`src/design/lcgds_pkg.sv`:
```
package lcgds_pkg;

  // Widths fixed by the result fields and the generator.
  localparam int IDX_W  = 6;
  localparam int SPAN_W = 7;
  localparam int LCG_W  = 31;
  localparam int ROLL_W = 15;
  localparam int ROLL_LSB = 16;

  // Generator constants, taken modulo 2^31.
  localparam logic [LCG_W-1:0] LCG_MULT = 31'd214013;
  localparam logic [LCG_W-1:0] LCG_INCR = 31'd2531011;

  // Default deck size.
  localparam int DECK_SIZE_DEF = 52;

endpackage

```
`src/design/lcgds_rem_unit.sv`:
```
module lcgds_rem_unit import lcgds_pkg::*; (
  input  logic              clk,
  input  logic              rst,
  input  logic              load,
  input  logic [ROLL_W-1:0] dividend,
  input  logic [SPAN_W-1:0] divisor,
  output logic              done,
  output logic [SPAN_W-1:0] remainder
);

  localparam int DVD_W = ROLL_W + (ROLL_W % 2);
  localparam int STEPS = DVD_W / 2;
  localparam int CNT_W = (STEPS > 1) ? $clog2(STEPS) : 1;

  logic [DVD_W-1:0]  dvd;
  logic [SPAN_W-1:0] dsr;
  logic [CNT_W-1:0]  cnt;
  logic              running;
  logic [SPAN_W-1:0] rem_mid;
  logic [SPAN_W-1:0] rem_next;

  // One restoring step: bring in the next dividend bit and subtract if it fits.
  // The partial remainder is always below the divisor, so its top bit is zero.
  function automatic logic [SPAN_W-1:0] rem_step(input logic [SPAN_W-1:0] r,
                                                 input logic b,
                                                 input logic [SPAN_W-1:0] d);
    logic [SPAN_W-1:0] t;
    t = {r[SPAN_W-2:0], b};
    rem_step = (t >= d) ? (t - d) : t;
  endfunction

  // Two bits of the dividend are retired each cycle while the unit is running.
  assign rem_mid  = rem_step(remainder, dvd[DVD_W-1], dsr);
  assign rem_next = rem_step(rem_mid, dvd[DVD_W-2], dsr);

  // Iteration control and the done pulse.
  always_ff @(posedge clk) begin
    if (rst) begin
      running <= 1'b0;
      done    <= 1'b0;
      cnt     <= '0;
    end else begin
      done <= 1'b0;
      if (load) begin
        running <= 1'b1;
        cnt     <= '0;
      end else if (running) begin
        cnt <= cnt + 1'b1;
        if (cnt == CNT_W'(STEPS - 1)) begin
          running <= 1'b0;
          done    <= 1'b1;
        end
      end
    end
  end

  // Dividend shifter, divisor and partial remainder.
  always_ff @(posedge clk) begin
    if (load) begin
      dvd       <= DVD_W'(dividend);
      dsr       <= divisor;
      remainder <= '0;
    end else if (running) begin
      dvd       <= {dvd[DVD_W-3:0], 2'b00};
      remainder <= rem_next;
    end
  end

endmodule

```
`src/design/lcg_seeded_deck_shuffle.sv`:
```
// Seeded deck shuffle: a word on start with busy low carries deal_seed and
// begins a run. Busy stays high until the run has delivered its results.
// The run fills the order memory with the identity, then performs
// DECK_SIZE-1 swap steps, each made of the generator multiply, the remainder
// unit (two bits a cycle of a 16-bit dividend, then the state that sees done)
// and the single-port order memory (two reads, two writes). It then reads the
// order out in reverse, one entry a cycle.
// Results come out on valid, one word a cycle for DECK_SIZE words, with
// position ascending from zero, source_slot from the memory and last_card
// high on the final word. Each word is shown for exactly one cycle and the
// receiver cannot stall it. The next start is taken in the cycle that shows
// the last result.
// Synchronous reset returns the sequencer to idle, clears the generator
// state and drops valid; the order memory has no reset and is rewritten at
// the start of every run.
module lcg_seeded_deck_shuffle import lcgds_pkg::*; #(
  parameter int DECK_SIZE = DECK_SIZE_DEF
) (
  input  logic             clk,
  input  logic             rst,
  input  logic             start,
  output logic             busy,
  input  logic [31:0]      deal_seed,
  output logic             valid,
  output logic [IDX_W-1:0] position,
  output logic [IDX_W-1:0] source_slot,
  output logic             last_card
);

  localparam int ADDR_W = (DECK_SIZE > 1) ? $clog2(DECK_SIZE) : 1;
  localparam logic [ADDR_W-1:0] LAST_IDX = ADDR_W'(DECK_SIZE - 1);
  localparam logic [ADDR_W-1:0] LAST_SWAP = ADDR_W'(DECK_SIZE - 2);

  typedef enum logic [8:0] {
    S_IDLE = 9'b0_0000_0001,
    S_FILL = 9'b0_0000_0010,
    S_MUL  = 9'b0_0000_0100,
    S_DIV  = 9'b0_0000_1000,
    S_RDI  = 9'b0_0001_0000,
    S_RDJ  = 9'b0_0010_0000,
    S_WRI  = 9'b0_0100_0000,
    S_WRJ  = 9'b0_1000_0000,
    S_OUT  = 9'b1_0000_0000
  } state_t;

  state_t            state;
  logic [ADDR_W-1:0] idx;
  logic [ADDR_W-1:0] jdx;
  logic [IDX_W-1:0]  hold;
  logic [LCG_W-1:0]  lcg_state;
  logic [LCG_W-1:0]  lcg_next;

  logic [IDX_W-1:0]  order_mem [DECK_SIZE];
  logic              mem_we;
  logic [ADDR_W-1:0] mem_addr;
  logic [IDX_W-1:0]  mem_wdata;
  logic [IDX_W-1:0]  mem_rdata;

  logic              div_load;
  logic              div_done;
  logic [SPAN_W-1:0] div_span;
  logic [SPAN_W-1:0] div_rem;

  assign busy = (state != S_IDLE);

  // Next generator state; the 31-bit context gives the modulo for free.
  assign lcg_next = lcg_state * LCG_MULT + LCG_INCR;

  // The remainder unit is loaded with the fresh roll in the multiply cycle.
  assign div_load = (state == S_MUL);
  assign div_span = SPAN_W'(DECK_SIZE) - SPAN_W'(idx);

  lcgds_rem_unit u_rem (
    .clk       (clk),
    .rst       (rst),
    .load      (div_load),
    .dividend  (lcg_next[ROLL_LSB +: ROLL_W]),
    .divisor   (div_span),
    .done      (div_done),
    .remainder (div_rem)
  );

  // Memory port selection for each sequencer state.
  always_comb begin
    mem_we    = 1'b0;
    mem_addr  = idx;
    mem_wdata = mem_rdata;
    case (state)
      S_FILL: begin
        mem_we    = 1'b1;
        mem_wdata = IDX_W'(idx);
      end
      S_RDJ: mem_addr = jdx;
      S_WRI: mem_we = 1'b1;
      S_WRJ: begin
        mem_we    = 1'b1;
        mem_addr  = jdx;
        mem_wdata = hold;
      end
      S_OUT: mem_addr = LAST_IDX - idx;
      default: ;
    endcase
  end

  // Order memory: one access a cycle, registered read data.
  always_ff @(posedge clk) begin
    if (mem_we) begin
      order_mem[mem_addr] <= mem_wdata;
    end
    mem_rdata <= order_mem[mem_addr];
  end

  assign source_slot = mem_rdata;

  // Sequencer: fill, swap steps, then read-out in reverse order.
  always_ff @(posedge clk) begin
    if (rst) begin
      state     <= S_IDLE;
      idx       <= '0;
      lcg_state <= '0;
      valid     <= 1'b0;
      last_card <= 1'b0;
    end else begin
      valid     <= 1'b0;
      last_card <= 1'b0;
      case (state)
        S_IDLE: begin
          if (start) begin
            lcg_state <= deal_seed[LCG_W-1:0];
            idx       <= '0;
            state     <= S_FILL;
          end
        end
        S_FILL: begin
          if (idx == LAST_IDX) begin
            idx   <= '0;
            state <= S_MUL;
          end else begin
            idx <= idx + 1'b1;
          end
        end
        S_MUL: begin
          lcg_state <= lcg_next;
          state     <= S_DIV;
        end
        S_DIV: begin
          if (div_done) begin
            state <= S_RDI;
          end
        end
        S_RDI: state <= S_RDJ;
        S_RDJ: state <= S_WRI;
        S_WRI: state <= S_WRJ;
        S_WRJ: begin
          if (idx == LAST_SWAP) begin
            idx   <= '0;
            state <= S_OUT;
          end else begin
            idx   <= idx + 1'b1;
            state <= S_MUL;
          end
        end
        S_OUT: begin
          valid <= 1'b1;
          if (idx == LAST_IDX) begin
            last_card <= 1'b1;
            state     <= S_IDLE;
          end else begin
            idx <= idx + 1'b1;
          end
        end
        default: state <= S_IDLE;
      endcase
    end
  end

  // Swap partner, the value read from slot i, and the result position.
  always_ff @(posedge clk) begin
    if (state == S_DIV && div_done) begin
      jdx <= LAST_IDX - ADDR_W'(div_rem);
    end
    if (state == S_RDJ) begin
      hold <= mem_rdata;
    end
    position <= IDX_W'(idx);
  end

endmodule

```
`config.mk`:
```
export PLATFORM = sky130hd
export DESIGN_NAME = lcg_seeded_deck_shuffle
export DESIGN_NICKNAME = d
export VERILOG_FILES = /design/src/design/lcgds_pkg.sv /design/src/design/lcgds_rem_unit.sv /design/src/design/lcg_seeded_deck_shuffle.sv
export SDC_FILE = /design/constraint.sdc
export NUM_CORES = 1
export LEC_CHECK = 0
export ABC_AREA = 1
export BUFFER_PORTS_ARGS = -buffer_cell sky130_fd_sc_hd__buf_2
export CAP_MARGIN = 20
export CORE_AREA = 8 8 221 223
export DETAILED_ROUTE_END_ITERATION = 6
export DIE_AREA = 0 0 229 231
export PLACE_DENSITY = 0.76
export SYNTH_ARGS = -nofsm -noshare
export SYNTH_HDL_FRONTEND = slang
export SYNTH_SLANG_ARGS = --single-unit
```
`constraint.sdc`:
```
create_clock -name clk -period 12.6 [get_ports clk]
set_input_delay 1.26 -clock clk [delete_from_list [all_inputs] [get_ports clk]]
set_output_delay 1.26 -clock clk [all_outputs]
set_load 0.03 [all_outputs]
```
==> flow_summary_export.csv <==
group,metric,value,unit
logic_synthesis,synthArstFlopShare,0,%
cells_and_area,diodes,0,
placement,gp_congestion,0.916,
logic_synthesis,ys_seq_area_share,44.0,%
die,fp-row-count,78,
global_routing,antenna_found_initial,0,
worst_setup_path,arrival,6.42,ns
cells_and_area,layout-drive-gt1-share,5.69,%
logic_synthesis,syn-num-nets,3272,
sta,setup_violations,0,
logic_synthesis,synth_top_area_cell,"edfxtp_1",
logic_synthesis,synth_area,26900,um2
placement,hpwl,45.3,mm
logic_synthesis,syn_inst,2903,
clock_tree,cts_root_buffer,"clkbuf_16",
sta,fin_skew,0.0288,ns
route,ant_nets,0,
worst_hold_path,hold_path.class,"reg -> reg",
worst_setup_path,worstSetupStartpointType,"register",
global_routing,busiest_layer,"met2",
global_routing,grt_util_met3,3.81,%
clock_tree,post_cts_resized,0,
clock_tree,cts.htree.levels,2,
logic_synthesis,synth_flop_cell,"edfxtp_1",
sta,timing.final.crit_share,48.2,%
sta,hold_viol_final,0,
die,die_x,229,um
placement,portBuffers,48,
worst_hold_path,min_from,"idx[3]",
route,via_per_inst,5.74,
worst_setup_path,r2r_start,"lcg_state[11]",
global_routing,grt_pass1_vias,20300,
clock_tree,cts_setup_buffers,0,
die,dieArea,52900,um2
global_routing,overflow,0,
worst_hold_path,hold_path_depth,0,
logic_synthesis,synth_seq_cells,418,
run_status,status,"complete, no violations",
clock_tree,cts_buffers,44,
logic_synthesis,yosysUniqueCellTypes,49,
route,drc,0,
worst_setup_path,r2r-end,"u_rem.dvd[10]",
cells_and_area,mostFrequentLayoutCell,"nand2_1",
logic_synthesis,synth.area.top_cells,"edfxtp_1, fa_1, nand2_1",
die,initial_core_util,59.6,%
worst_setup_path,cp-end-kind,"register",
worst_setup_path,reg2reg_depth,19,
logic_synthesis,yosysWarnings,0,
die,chipHeight,231,um
clock_tree,clock_sinks,418,
route,detail_route.wl_per_cell,18.8,um
logic_synthesis,avgSynthCellArea,9.26,um2
worst_setup_path,critPathKind,"reg -> reg",
clock_tree,cts_hold_buffers,0,
placement,dp_cells,3457,
sta,rsz0062_at_grt,"no",
global_routing,met2_usage,41.2,%
cells_and_area,final_cell_mix,"nand2_1, inv_1, edfxtp_1",
worst_setup_path,crit_fanout,9,
global_routing,grt_pass1_wl,106,mm
flow_run,drv_cap,0,
cells_and_area,final_cells,3535,
route,drt_first_pass_iters,5,
cells_and_area,area_growth,7.57,%
sta,worst_slew_pin_slew,1.09,ns
cells_and_area,nFillCells,3530,
worst_hold_path,min_to,"position[3]",
clock_tree,clock_latency,0.60,ns
worst_setup_path,crit_required,12.94,ns
logic_synthesis,synth_top_area_share,38.6,%
worst_setup_path,r2r_setup_slack,6.52,ns
cells_and_area,nNetsFinal,3273,
die,core,45100,um2
sta,fin_crit,6.08,ns
route,wl,66.5,mm
global_routing,met1_usage,32.2,%
route,drtIter0Drc,1999,
sta,maxSlewHeadroom,27.4,%
global_routing,groute.usage.overall,24.8,%
clock_tree,path_clk_slew,0.07,ns
sta,tns,0,ns
logic_synthesis,synth_edf_count,346,
route,vias,20300,
clock_tree,cts_tree,"yes",
clock_tree,clock_path_buffers,3,
sta,fmax,165,MHz
global_routing,grt_max_degree,108,
sta,drv_slew,0,
die,io_pins,50,
## per-layer routing
layer  up-vias  wire [um]
li1       9450          -
met1      9794      26300
met2       866      32200
met3       194       5220
met4         0       2760
met5         -          0
## cells by family (layout without fill, tap and decap cells)
family | Yosys count | count (layout) | synth area share, %
xor+xnor | 51 | 51 | 1.66
compound gates | 267 | 267 | 5.60
fa+ha+maj | 334 | 334 | 20.4
buf+inv | 566 | 598 | 8.36
flops | 418 | 418 | 44.0
simple gates | 1267 | 1267 | 19.9
## how the worst max path moves through the flow
stage	from	end	slack [ns]
after floorplan	lcg_state[4]	u_rem.dvd[10]	7.37
after global placement	lcg_state[16]	u_rem.dvd[10]	6.69
after detailed placement	lcg_state[11]	u_rem.dvd[10]	6.60
after CTS	lcg_state[11]	u_rem.dvd[10]	6.55
after global routing	lcg_state[11]	u_rem.dvd[10]	6.18
final	lcg_state[11]	u_rem.dvd[10]	6.52
## synthesized netlist by cell type (6+ instances only)
library cell / n
o21bai_1: 9
o22ai_1: 7
o211ai_1: 8
xor2_1: 34
o21ai_0: 98
buf_6: 7
dfxtp_1: 72
a21oi_1: 101
inv_2: 9
xnor2_1: 17
inv_1: 442
edfxtp_1: 346
buf_2: 47
nand2_1: 867
nor2_1: 143
nand4_1: 161
ha_1: 159
buf_1: 11
or2_2: 8
a221oi_1: 7
clkbuf_1: 46
nand3_1: 54
fa_1: 175
nor3_1: 11
a211oi_1: 6
a21o_1: 11
## cell type report
class                   count  area [um2]  area share, %
clock buffers              55        1150           3.98
inverters                 452        1700           5.87
clock inverters            22         225          0.779
repair buffers             69         418           1.45
well taps                 600         751           2.60
flip-flops and latches    418       11800           40.9
multi-input cells        1919       12800           44.4
## registers in the layout, summed over array words and instances, names as in the netlist
name / cells
source_slot: 6
u_rem.dsr: 7
hold: 6
state: 9
position: 6
jdx: 6
u_rem.remainder: 6
u_rem.dvd: 16
order_mem: 312
u_rem.cnt: 3
last_card: 1
lcg_state: 31
u_rem.running: 1
valid: 1
u_rem.done: 1
idx: 6
## per-stage QoR
step	util [%]	setup slack, ns	hold slack [ns]	instance area (um2)
2_1_floorplan	-	7.37	0.326	26900
3_3_place_gp	61.0	6.69	0.387	27500
3_5_place_dp	61.0	6.60	0.386	27500
4_1_cts	64.1	6.55	0.398	28900
5_1_grt	64.1	6.18	0.406	28900
6_report	64.1	6.52	0.402	28900
## worst max-delay path, cell delays in order (launching register included)
cell and delay, ns:
dfxtp_1 0.51, fa_1 0.60, xor2_1 0.21, ha_1 0.20, a21o_1 0.17, fa_1 0.52, inv_1 0.06, fa_1 0.48
fa_1 0.52, fa_1 0.49, inv_1 0.05, ha_1 0.34, a21oi_1 0.26, o21ai_0 0.18, a21oi_1 0.32, nand3_1 0.22
a21o_1 0.21, or2_2 0.27, nand2_1 0.12, nand2_1 0.06
Power is left out: the tool's default activity adds up to more than one toggle a clock period on the data nets, which glitch-free logic cannot reach.
